## config.mk

```make
export PLATFORM = sky130hd
export DESIGN_NAME = websocket_frame_deframer_flat
export DESIGN_NICKNAME = d
export VERILOG_FILES = /design/src/rtl/core/wsd_pkg.sv /design/src/rtl/core/wsd_if.sv /design/src/rtl/core/wsd_out_skid.sv /design/src/rtl/core/websocket_frame_deframer.sv /design/src/flat_wrapper.sv
export SDC_FILE = /design/constraint.sdc
export NUM_CORES = 1
export LEC_CHECK = 0
export BUFFER_PORTS_ARGS = -buffer_cell sky130_fd_sc_hd__buf_4
export CORE_ASPECT_RATIO = 0.6
export CORE_MARGIN = 8
export CORE_UTILIZATION = 55
export CTS_CLUSTER_DIAMETER = 40
export DETAILED_ROUTE_END_ITERATION = 12
export PLACE_DENSITY = 0.79
export RECOVER_POWER = 100
export SLEW_MARGIN = 20
export SYNTH_ARGS = -nofsm -noshare
export SYNTH_HDL_FRONTEND = slang
export SYNTH_SLANG_ARGS = --single-unit
export TNS_END_PERCENT = 30
```

## constraint.sdc

```tcl
create_clock -name clk -period 8.4 [get_ports clk]
set_clock_uncertainty 0.15 [all_clocks]
set_input_delay 1.68 -clock clk [delete_from_list [all_inputs] [get_ports clk]]
set_output_delay 1.68 -clock clk [all_outputs]
set_load 0.01 [all_outputs]
```

## src/rtl/core/wsd_pkg.sv

```systemverilog
// Shared types and constants of the WebSocket frame deframer.
package wsd_pkg;

    localparam int DEFAULT_LENGTH_WIDTH = 64;

    localparam logic [6:0] LEN_EXT16   = 7'd126;
    localparam logic [6:0] LEN_EXT64   = 7'd127;
    localparam logic [3:0] EXT16_BYTES = 4'd2;
    localparam logic [3:0] EXT64_BYTES = 4'd8;
    localparam logic [2:0] KEY_BYTES   = 3'd4;

    typedef enum logic [2:0] {
        PH_HDR1    = 3'd0,
        PH_HDR2    = 3'd1,
        PH_EXTLEN  = 3'd2,
        PH_KEY     = 3'd3,
        PH_PAYLOAD = 3'd4
    } phase_t;

    typedef struct packed {
        logic [7:0] payload_byte;
        logic       fin_flag;
        logic [2:0] reserved_bits;
        logic [3:0] frame_opcode;
        logic       empty_frame;
        logic       last_of_frame;
    } result_t;

endpackage

```

## src/rtl/core/wsd_if.sv

```systemverilog
// Valid/ready channel interfaces for the input byte stream and the result words.
interface wsd_in_if;
    logic       valid;
    logic       ready;
    logic [7:0] in_byte;

    modport source (output valid, output in_byte, input ready);
    modport sink   (input valid, input in_byte, output ready);
endinterface

interface wsd_out_if;
    logic       valid;
    logic       ready;
    logic [7:0] payload_byte;
    logic       fin_flag;
    logic [2:0] reserved_bits;
    logic [3:0] frame_opcode;
    logic       empty_frame;
    logic       last_of_frame;

    modport source (output valid, output payload_byte, output fin_flag,
                    output reserved_bits, output frame_opcode,
                    output empty_frame, output last_of_frame, input ready);
    modport sink   (input valid, input payload_byte, input fin_flag,
                    input reserved_bits, input frame_opcode,
                    input empty_frame, input last_of_frame, output ready);
endinterface

```

## src/rtl/core/wsd_out_skid.sv

```systemverilog
// Two-entry output register with skid stage for result words.
module wsd_out_skid
    import wsd_pkg::*;
(
    input  logic    clk,
    input  logic    rst_n,
    input  logic    push,
    input  result_t push_data,
    output logic    space,
    output logic    out_valid,
    input  logic    out_ready,
    output result_t out_data
);

    logic    main_valid_reg, main_valid_next;
    logic    skid_valid_reg, skid_valid_next;
    result_t main_data_reg, main_data_next;
    result_t skid_data_reg, skid_data_next;
    logic    pop;

    assign pop       = main_valid_reg && out_ready;
    assign space     = !skid_valid_reg;
    assign out_valid = main_valid_reg;
    assign out_data  = main_data_reg;

    always_comb
    begin
        main_valid_next = main_valid_reg;
        skid_valid_next = skid_valid_reg;
        main_data_next  = main_data_reg;
        skid_data_next  = skid_data_reg;
        if (skid_valid_reg)
        begin
            if (pop)
            begin
                main_data_next  = skid_data_reg;
                skid_valid_next = 1'b0;
            end
        end
        else if (!main_valid_reg || pop)
        begin
            main_valid_next = push;
            main_data_next  = push_data;
        end
        else if (push)
        begin
            skid_valid_next = 1'b1;
            skid_data_next  = push_data;
        end
    end

    always_ff @(posedge clk or negedge rst_n)
    begin
        if (!rst_n)
        begin
            main_valid_reg <= 1'b0;
            skid_valid_reg <= 1'b0;
        end
        else
        begin
            main_valid_reg <= main_valid_next;
            skid_valid_reg <= skid_valid_next;
        end
    end

    always_ff @(posedge clk)
    begin
        main_data_reg <= main_data_next;
        skid_data_reg <= skid_data_next;
    end

endmodule

```

## src/rtl/core/websocket_frame_deframer.sv

```systemverilog
// WebSocket frame deframer top level: byte-wise header parse and payload unmasking.
// Throughput: one byte accepted per cycle, sustained, while results are taken.
// Result words are registered in the output buffer before they become visible.
// A two-word output buffer keeps bytes flowing while one result waits downstream.
// Reset (rst_n low, asynchronous) returns to expecting a first header byte, state zero.
module websocket_frame_deframer
    import wsd_pkg::*;
#(
    parameter int LENGTH_WIDTH = DEFAULT_LENGTH_WIDTH
)
(
    input  logic     clk,
    input  logic     rst_n,
    wsd_in_if.sink   stream,
    wsd_out_if.source result
);

    phase_t                  phase_reg, phase_next;
    logic                    fin_reg, fin_next;
    logic [2:0]              rsv_reg, rsv_next;
    logic [3:0]              opc_reg, opc_next;
    logic                    masked_reg, masked_next;
    logic [LENGTH_WIDTH-1:0] len_reg, len_next;
    logic [3:0]              len_left_reg, len_left_next;
    logic [31:0]             key_reg, key_next;
    logic [2:0]              key_left_reg, key_left_next;
    logic [1:0]              key_idx_reg, key_idx_next;

    logic                    accept;
    logic                    space;
    logic                    push;
    result_t                 res;
    result_t                 out_data;
    logic [7:0]              b;
    logic [6:0]              len7;
    logic [LENGTH_WIDTH-1:0] ext_len;
    logic [3:0]              len_left_dec;
    logic [2:0]              key_left_dec;
    logic [7:0]              key_byte;

    assign b            = stream.in_byte;
    assign len7         = b[6:0];
    assign accept       = stream.valid && space;
    assign stream.ready = space;
    assign ext_len      = {len_reg[LENGTH_WIDTH-9:0], b};
    assign len_left_dec = len_left_reg - 4'd1;
    assign key_left_dec = key_left_reg - 3'd1;

    always_comb
    begin
        case (key_idx_reg)
            2'd0:    key_byte = key_reg[31:24];
            2'd1:    key_byte = key_reg[23:16];
            2'd2:    key_byte = key_reg[15:8];
            default: key_byte = key_reg[7:0];
        endcase
    end

    // next phase
    always_comb
    begin
        phase_next = phase_reg;
        if (accept)
        begin
            unique case (phase_reg)
                PH_HDR2:
                begin
                    if (len7 == LEN_EXT16 || len7 == LEN_EXT64)
                        phase_next = PH_EXTLEN;
                    else if (b[7])
                        phase_next = PH_KEY;
                    else if (len7 == 7'd0)
                        phase_next = PH_HDR1;
                    else
                        phase_next = PH_PAYLOAD;
                end
                PH_EXTLEN:
                begin
                    if (len_left_dec == 4'd0)
                    begin
                        if (masked_reg)
                            phase_next = PH_KEY;
                        else if (ext_len == '0)
                            phase_next = PH_HDR1;
                        else
                            phase_next = PH_PAYLOAD;
                    end
                end
                PH_KEY:
                begin
                    if (key_left_dec == 3'd0)
                        phase_next = (len_reg == '0) ? PH_HDR1 : PH_PAYLOAD;
                end
                PH_PAYLOAD:
                begin
                    if (len_reg == LENGTH_WIDTH'(1))
                        phase_next = PH_HDR1;
                end
                default:
                    phase_next = PH_HDR2;
            endcase
        end
    end

    // datapath and result
    always_comb
    begin
        fin_next      = fin_reg;
        rsv_next      = rsv_reg;
        opc_next      = opc_reg;
        masked_next   = masked_reg;
        len_next      = len_reg;
        len_left_next = len_left_reg;
        key_next      = key_reg;
        key_left_next = key_left_reg;
        key_idx_next  = key_idx_reg;
        push          = 1'b0;
        res.payload_byte  = 8'd0;
        res.fin_flag      = fin_reg;
        res.reserved_bits = rsv_reg;
        res.frame_opcode  = opc_reg;
        res.empty_frame   = 1'b1;
        res.last_of_frame = 1'b1;
        if (accept)
        begin
            unique case (phase_reg)
                PH_HDR2:
                begin
                    masked_next = b[7];
                    if (len7 == LEN_EXT16)
                    begin
                        len_left_next = EXT16_BYTES;
                        len_next      = '0;
                    end
                    else if (len7 == LEN_EXT64)
                    begin
                        len_left_next = EXT64_BYTES;
                        len_next      = '0;
                    end
                    else
                    begin
                        len_left_next = 4'd0;
                        len_next      = LENGTH_WIDTH'(len7);
                        if (b[7])
                            key_left_next = KEY_BYTES;
                        else if (len7 == 7'd0)
                            push = 1'b1;
                    end
                end
                PH_EXTLEN:
                begin
                    len_next      = ext_len;
                    len_left_next = len_left_dec;
                    if (len_left_dec == 4'd0)
                    begin
                        if (masked_reg)
                            key_left_next = KEY_BYTES;
                        else if (ext_len == '0)
                            push = 1'b1;
                    end
                end
                PH_KEY:
                begin
                    key_next      = {key_reg[23:0], b};
                    key_left_next = key_left_dec;
                    if (key_left_dec == 3'd0 && len_reg == '0)
                        push = 1'b1;
                end
                PH_PAYLOAD:
                begin
                    // len_reg counts the payload bytes still to come, this one included
                    key_idx_next      = key_idx_reg + 2'd1;
                    len_next          = len_reg - LENGTH_WIDTH'(1);
                    push              = 1'b1;
                    res.payload_byte  = masked_reg ? (b ^ key_byte) : b;
                    res.empty_frame   = 1'b0;
                    res.last_of_frame = (len_reg == LENGTH_WIDTH'(1));
                end
                default:
                begin
                    fin_next      = b[7];
                    rsv_next      = b[6:4];
                    opc_next      = b[3:0];
                    masked_next   = 1'b0;
                    len_next      = '0;
                    len_left_next = 4'd0;
                    key_next      = 32'd0;
                    key_left_next = 3'd0;
                    key_idx_next  = 2'd0;
                end
            endcase
        end
    end

    always_ff @(posedge clk or negedge rst_n)
    begin
        if (!rst_n)
        begin
            phase_reg    <= PH_HDR1;
            fin_reg      <= 1'b0;
            rsv_reg      <= 3'd0;
            opc_reg      <= 4'd0;
            masked_reg   <= 1'b0;
            len_reg      <= '0;
            len_left_reg <= 4'd0;
            key_reg      <= 32'd0;
            key_left_reg <= 3'd0;
            key_idx_reg  <= 2'd0;
        end
        else
        begin
            phase_reg    <= phase_next;
            fin_reg      <= fin_next;
            rsv_reg      <= rsv_next;
            opc_reg      <= opc_next;
            masked_reg   <= masked_next;
            len_reg      <= len_next;
            len_left_reg <= len_left_next;
            key_reg      <= key_next;
            key_left_reg <= key_left_next;
            key_idx_reg  <= key_idx_next;
        end
    end

    wsd_out_skid u_out_skid (
        .clk       (clk),
        .rst_n     (rst_n),
        .push      (push),
        .push_data (res),
        .space     (space),
        .out_valid (result.valid),
        .out_ready (result.ready),
        .out_data  (out_data)
    );

    assign result.payload_byte  = out_data.payload_byte;
    assign result.fin_flag      = out_data.fin_flag;
    assign result.reserved_bits = out_data.reserved_bits;
    assign result.frame_opcode  = out_data.frame_opcode;
    assign result.empty_frame   = out_data.empty_frame;
    assign result.last_of_frame = out_data.last_of_frame;

    a_payload_pushes: assert property (@(posedge clk) disable iff (!rst_n)
        (accept && phase_reg == PH_PAYLOAD) |-> push)
        else $error("payload byte accepted without a result word");

    a_empty_is_last: assert property (@(posedge clk) disable iff (!rst_n)
        (push && res.empty_frame) |-> (res.last_of_frame && res.payload_byte == 8'd0))
        else $error("empty-frame word not marked last or carries data");

    a_last_ends_frame: assert property (@(posedge clk) disable iff (!rst_n)
        (push && res.last_of_frame) |=> (phase_reg == PH_HDR1))
        else $error("frame end did not return to header phase");

    a_payload_len_nonzero: assert property (@(posedge clk) disable iff (!rst_n)
        (phase_reg == PH_PAYLOAD) |-> (len_reg != '0))
        else $error("payload phase with no bytes remaining");

endmodule
```

## src/flat_wrapper.sv

```systemverilog
// flat-port wrapper written by rule: the top's interface ports become plain ports
module websocket_frame_deframer_flat import wsd_pkg::*;
#(
    parameter int LENGTH_WIDTH = DEFAULT_LENGTH_WIDTH
)
  (clk, rst_n, stream_valid, stream_in_byte, stream_ready, result_valid, result_payload_byte, result_fin_flag, result_reserved_bits, result_frame_opcode, result_empty_frame, result_last_of_frame, result_ready);
  wsd_in_if stream_i ();
  wsd_out_if result_i ();
  input  logic clk;
  input  logic rst_n;
  input wire logic [$bits(stream_i.valid)-1:0] stream_valid;
  input wire logic [$bits(stream_i.in_byte)-1:0] stream_in_byte;
  output wire logic [$bits(stream_i.ready)-1:0] stream_ready;
  output wire logic [$bits(result_i.valid)-1:0] result_valid;
  output wire logic [$bits(result_i.payload_byte)-1:0] result_payload_byte;
  output wire logic [$bits(result_i.fin_flag)-1:0] result_fin_flag;
  output wire logic [$bits(result_i.reserved_bits)-1:0] result_reserved_bits;
  output wire logic [$bits(result_i.frame_opcode)-1:0] result_frame_opcode;
  output wire logic [$bits(result_i.empty_frame)-1:0] result_empty_frame;
  output wire logic [$bits(result_i.last_of_frame)-1:0] result_last_of_frame;
  input wire logic [$bits(result_i.ready)-1:0] result_ready;
  assign stream_i.valid = stream_valid;
  assign stream_i.in_byte = stream_in_byte;
  assign stream_ready = stream_i.ready;
  assign result_valid = result_i.valid;
  assign result_payload_byte = result_i.payload_byte;
  assign result_fin_flag = result_i.fin_flag;
  assign result_reserved_bits = result_i.reserved_bits;
  assign result_frame_opcode = result_i.frame_opcode;
  assign result_empty_frame = result_i.empty_frame;
  assign result_last_of_frame = result_i.last_of_frame;
  assign result_i.ready = result_ready;
  websocket_frame_deframer #(.LENGTH_WIDTH(LENGTH_WIDTH)) u_core (.clk(clk), .rst_n(rst_n), .stream(stream_i), .result(result_i));
endmodule
```

==> results.toml, run 1 <==
[setup_path]
reg2reg_depth = 8
rrSetupSlack_ns = 4.39
critPathRequiredTime_ns = 8.49
arrival_ns = 5.46
crit_family = "buffers and inverters"
path_buf_inv = 2
r2r_start = "u_core.len_reg[10]"
path_cells = "clkbuf_1 > clkbuf_2"
cp_slowest_cell = "clkbuf_1"
critPathMaxFanout = 64
reg2reg_to = "u_core.u_out_skid.skid_data_reg[8]"
critPathLaunchType = "primary input"
crit_type = "primary input to async pin"
endpoint_kind = "async pin"
max_stage_delay_ns = 2.22

[route]
routedWlPerCell_microns = 20.1
first_pass_iters = 6
routed_wl_mm = 22.6
drtIter0Drc = 991
vias = 7313
ant_nets = 0
drc = 0
vias_per_cell = 6.49

[logic_synthesis]
synth-seq-cells = 155
syn-num-nets = 931
synth_top_family_by_area = "simple AND/OR/NAND/NOR gates"
synth_edf_count = 36
post_synth_inst_count = 909
yosys.area.top_type = "dfrtp_1"
synth-simple-area-share_pct = 22.0
synthAdderAreaFrac_pct = 1.51
synth_top_cell_area_share_pct = 35.9
ys_seq_area_share_pct = 48.9
synth.distinct_cells = 65
synth.area.top_cells = "dfrtp_1 (36%), edfxtp_1 (13%), nand2_1 (7.3%)"
avgSynthCellArea_sq_um = 9.12
synth_flop_cell = "dfrtp_1"
synthArstFlopShare_pct = 76.8
muxShareOfSynthArea_pct = 2.67
yosys_warnings = 0
synthXorXnorAreaFrac_pct = 1.90
synthesis.area_sq_mm = 0.00829
synth_compound_area_share_pct = 19.3

[sta]
grt_setup_unrepaired = "false"
tightest_slew_ns = 3.21
finalSetupViolCount = 0
max-slew-margin-rel_pct = -114
period_share_pct = 63.9
hold_ws_ns = 0.326
tns_ns = 0
slew_viol_final = 225
timing.final.crit_period_ns = 5.36
max_freq_ghz = 0.186
hold_viol = 0

[global_routing]
grt_antenna_before_repair = 0
grt-ovfl-total = 0
grtUsageTotal_pct = 23.2
grt_pass1_vias = 6951
grt_first_pass_wirelength_mm = 36.9
grt_max_degree = 65

[power]
vdd_ir_drop_max_v = 0.000204
leakage_nw = 3.79
power_frac_clock_pct = 21.3
p_per_area_mw_per_mm2 = 405
total_power_mw = 3.70
p_sw_mw = 1.75
power_frac_comb_pct = 47.3
intPower_mw = 1.96
p_sw_share_pct = 47.1
pwr-share-seq_pct = 31.3

[min_path]
hold_path_startpoint = "u_core.opc_reg[2]"
worstHoldEndpoint = "u_core.u_out_skid.skid_data_reg[4]"
worstHoldPathType = "register to register"
hold_path_depth = 0

[cells_and_area]
diodes = 0
final_util_pct = 62.4
drive_gt1_share_pct = 8.61
fin_nets = 938
largest_reg_flops = 64
area_growth_pct = 10.2

[run_status]
violations = "max-capacitance violations, max-slew violations"
status = "finished, violations left"

[placed_design]
gp_congestion = 0.907
io_buffers = 31
dp_hpwl_mm = 15.1

[clocking]
postCtsSetupBuffers = 0
clk_pin_slew_worst_paths_ns = 0.07
cts_tree = "built"
clock_latency_ns = 0.43
clk_root_buffer_cell = "clkbuf_16"
clock-sinks = 155
ctsHoldBuffers = 0
clockBufferDepth = 2
ctsResizeCount = 0
htreeDepth = 4
cts-buffers-inserted = 17

[floorplanning]
die_h_microns = 111
dieWidth_microns = 175
num_rows = 34
design.die.area_sq_mm = 0.0194
io_pins = 32
floorplan.initialDensity_pct = 56.7
fp.coreArea_sq_mm = 0.0146

[job]
maxCapViolCount = 4
-- synthesized netlist by cell type, drive strengths merged, types with 6 or more instances --
cell type / count
nand2: 161
dfrtp: 119
o21ai: 118
nor2: 62
clkbuf: 54
nor3: 38
edfxtp: 36
a21oi: 33
nor4: 29
nand3: 26
a22oi: 17
inv: 17
mux2: 17
a31oi: 12
xor2: 12
o311ai: 11
ha: 10
or3: 10
nand4: 9
a21o: 8
a222oi: 8
o211ai: 8
a221o: 7
a32oi: 7
nor3b: 7
a211o: 6
xnor2: 6
-- through the flow --
stage	setup WS, ns	instance area (sq um)	std cells
after global placement	4.42	8670	1095
after floorplan	4.44	8290	909
final	3.04	9140	1127
after detailed placement	4.42	8670	1095
after CTS	4.84	9270	1127
after global routing	2.31	9140	1127
-- kinds of logic (layout without fill, tap and decap cells) --
group / Yosys count / count (layout)
buffers and inverters: 76 / 96
AO/OA/AOI/OAI: 255 / 255
flip-flops: 155 / 155
multiplexers: 20 / 20
adder cells (fa/ha/maj): 10 / 10
AND/OR/NAND/NOR: 375 / 375
XOR/XNOR: 18 / 18
-- worst reg2reg max path: cells and delay by family (launching register included) --
kind	cells	cell delay [ns]
AO/OA/AOI/OAI	2	0.34
buffers and inverters	2	1.03
flip-flops	1	0.45
AND/OR/NAND/NOR	4	1.65
-- power groups by stage --
stage / registers [mW] / logic [mW] / clock network [mW]
after global placement: 1.16 / 1.73 / 0
final: 1.16 / 1.75 / 0.791
after CTS: 1.15 / 1.76 / 0.795
after detailed placement: 1.16 / 1.74 / 0
after global routing: 1.18 / 1.91 / 0.822
after floorplan: 1.10 / 1.29 / 0
-- final cells by class --
cell class                      instances  area (sq um)
Clock buffer                           17           425
Timing Repair Buffer                   47           230
Tap cell                              198           248
Multi-Input combinational cell        678          3930
Sequential cell                       155          4060
Clock inverter                         15           176
Inverter                               17          63.8
Fill cell                            1243          5500
-- worst max path at each step --
stage	startpoint	endpoint	slack (ns)	cells past startpoint
after floorplan	stream_in_byte[0]	u_core.u_out_skid.skid_data_reg[0]	4.44	6
final	rst_n	u_core.len_reg[37]	3.04	2
after global routing	rst_n	u_core.len_reg[27]	2.31	2
after detailed placement	stream_valid	u_core.len_reg[48]	4.42	8
after global placement	stream_in_byte[3]	u_core.u_out_skid.skid_data_reg[9]	4.42	7
after CTS	stream_in_byte[3]	u_core.u_out_skid.skid_data_reg[15]	4.84	7
-- routing by layer --
metal / vias up / share of wire [%] / GRT usage [%]
met3: 48 / 10 / 6.05
met5: - / 0 / 0
met4: 0 / 2.0 / 7.48
met2: 410 / 42 / 32.9
met1: 3503 / 46 / 33.9
li1: 3352 / - / -
-- cells in the final DEF, fill, tap and decap left out, types with 7 or more instances in the layout --
cell type | Yosys | final
nand2_1 | 161 | 161
dfrtp_1 | 119 | 119
o21ai_0 | 115 | 117
nor2_1 | 62 | 62
edfxtp_1 | 36 | 36
nor3_1 | 34 | 34
a21oi_1 | 33 | 33
clkbuf_1 | 54 | 32
nand3_1 | 26 | 26
nor4_1 | 23 | 24
inv_1 | 17 | 17
a22oi_1 | 17 | 17
clkbuf_16 | 0 | 17
mux2_2 | 17 | 16
buf_4 | 1 | 14
xor2_1 | 12 | 12
a31oi_1 | 12 | 12
o311ai_0 | 11 | 11
ha_1 | 10 | 10
nand4_1 | 9 | 9
or3_1 | 9 | 9
a222oi_1 | 8 | 8
a21o_1 | 8 | 8
o211ai_1 | 8 | 8
a221o_1 | 7 | 7
a32oi_1 | 7 | 7
(Power assumes the default switching activity.)
==> run 2, diff against run 1 <==
--- a/config.mk
+++ b/config.mk
@@ -11,7 +11,7 @@
 export CORE_UTILIZATION = 55
 export CTS_CLUSTER_DIAMETER = 40
 export DETAILED_ROUTE_END_ITERATION = 12
-export PLACE_DENSITY = 0.79
+export PLACE_DENSITY = 0.82
 export RECOVER_POWER = 100
 export SLEW_MARGIN = 20
 export SYNTH_ARGS = -nofsm -noshare
==> constraint.sdc (replaced) <==
create_clock -name clk -period 4.4 [get_ports clk]
set_clock_uncertainty 0.15 [all_clocks]
set_input_delay 0.88 -clock clk [delete_from_list [all_inputs] [get_ports clk]]
set_output_delay 0.88 -clock clk [all_outputs]
set_load 0.01 [all_outputs]
==> run 2 against run 1 <==
The flow still finishes with violations (max-capacitance violations, max-slew violations). Sequential cell count stayed put. First-iteration DRC count increased by 29%. Die area did not move. Register-to-register slack got worse by 3.9 ns. Utilization barely moved. Final cell count unchanged. Largest power group unchanged.
==> results.toml, run 2 (same netlist as run 1, synthesis figures left out) <==
[run_status]
status = "finished, violations left"
violations = "max-capacitance violations, max-slew violations"

[cells_and_area]
final_cell_mix = "nand2_1 (161), dfrtp_1 (119), o21ai_0 (116)"
drive_gt1_share_pct = 9.15
multi_input_comb_area_sq_mm = 0.00393
layout_commonest_cell = "nand2_1"
area_growth_pct = 10.2
final-seq-area_sq_mm = 0.00406
nFillCells = 1208
largest_reg_flops = 64
diodes = 0
stdcell_count = 1127
fin_nets = 938

[setup_path]
crit_type = "register to register"
r2r_start = "u_core.len_reg[10]"
rrSetupSlack_ns = 0.45
critPathRequiredTime_ns = 4.32
endpoint_kind = "register"
reg2reg_depth = 7
critPathLaunchType = "register"
reg2reg_to = "u_core.u_out_skid.skid_data_reg[17]"
critPathMaxFanout = 18
arrival_ns = 3.88

[floorplanning]
io_pins = 32
die_h_microns = 111
floorplan.initialDensity_pct = 56.7
design.die.area_sq_mm = 0.0194
dieWidth_microns = 175
num_rows = 34
fp.coreArea_sq_mm = 0.0146

[clocking]
ctsHoldBuffers = 0
clock_latency_ns = 0.44
cts-buffers-inserted = 17
cts_tree = "built"
clock-sinks = 155
ctsResizeCount = 0
clk_pin_slew_worst_paths_ns = 0.07
clk_root_buffer_cell = "clkbuf_16"
postCtsSetupBuffers = 0
htreeDepth = 4
clockBufferDepth = 2

[route]
vias_per_cell = 6.69
drc = 0
vias = 7540
ant_nets = 0
routedWlPerCell_microns = 21.4
first_pass_iters = 7
drtIter0Drc = 1276
routed_wl_mm = 24.1

[global_routing]
grt-ovfl-total = 0
grtUsageTotal_pct = 24.5
grt_antenna_before_repair = 0
grt_pass1_vias = 6978
grt_max_degree = 65
grt_first_pass_wirelength_mm = 38.7

[sta]
timing.final.crit_period_ns = 3.95
hold_viol = 0
tns_ns = 0
finalSetupViolCount = 0
max_freq_ghz = 0.253
max-slew-margin-rel_pct = -23.7
period_share_pct = 89.9
slew_viol_final = 102
hold_ws_ns = 0.325
grt_setup_unrepaired = "false"
tightest_slew_ns = 1.85

[power]
p_per_area_mw_per_mm2 = 781
leakage_nw = 3.80
vdd_ir_drop_max_v = 0.000461

[min_path]
hold_path_startpoint = "u_core.opc_reg[1]"
hold_path_depth = 0
worstHoldEndpoint = "u_core.u_out_skid.skid_data_reg[3]"
worstHoldPathType = "register to register"

[placed_design]
place_inst = 1095
gp_congestion = 0.955
dp_hpwl_mm = 15.6
io_buffers = 31

[job]
maxCapViolCount = 2
==> run 2: metal layers <==
metal / vias up / global-route usage [%] / share of wire, %
met5: - / 1.30 / 0
met1: 3587 / 37.9 / 45
met3: 40 / 8.20 / 13
met2: 557 / 31.0 / 40
li1: 3356 / - / -
met4: 0 / 6.41 / 1.2
==> run 2: stage by stage <==
step | instance area, sq um | power [mW] | utilization, % | setup slack (ns)
3_3_place_gp | 8680 | 5.50 | 59.3 | 1.13
4_1_cts | 9280 | 7.08 | 63.4 | 0.958
6_report | 9140 | 7.14 | 62.4 | 0.445
3_5_place_dp | 8680 | 5.55 | 59.3 | 1.00
5_1_grt | 9140 | 7.50 | 62.4 | 0.373
2_1_floorplan | 8290 | 4.56 | - | 0.961
==> run 2: worst max path at each step <==
stage / start / endpoint / slack (ns) / depth (start not counted)
finish: u_core.len_reg[10] / u_core.u_out_skid.skid_data_reg[17] / 0.45 / 7
global route: u_core.len_reg[10] / u_core.u_out_skid.skid_data_reg[17] / 0.37 / 7
CTS: u_core.len_reg[10] / u_core.len_reg[54] / 0.96 / 6
detailed placement: u_core.len_reg[10] / u_core.u_out_skid.skid_data_reg[12] / 1.00 / 7
global placement: u_core.len_reg[10] / u_core.u_out_skid.skid_data_reg[12] / 1.13 / 7
floorplan: u_core.len_reg[10] / u_core.u_out_skid.skid_data_reg[0] / 0.96 / 7
==> run 2: layout make-up <==
class,count,share of cell area (%)
Inverter,17,0.698
Clock inverter,15,1.88
Multi-Input combinational cell,678,43.0
Tap cell,198,2.71
Timing Repair Buffer,47,2.60
Sequential cell,155,44.4
Clock buffer,17,4.65
==> run 2: worst max-delay path: stages (launching register included) <==
cell and delay (ns):
dfrtp_1 0.44, nor4_1 0.60, nand4_1 0.63, nor4_1 0.75, o211a_1 0.29, o21ai_1 0.11
nor3b_2 0.18, clkbuf_2 0.43
==> run 2: where the power goes <==
part | total (mW) | switching, mW | internal [mW]
Combinational | 3.44 | 2.38 | 1.05
Clock | 1.48 | 0.715 | 0.768
Sequential | 2.22 | 0.403 | 1.82
Total | 7.14 | 3.50 | 3.64
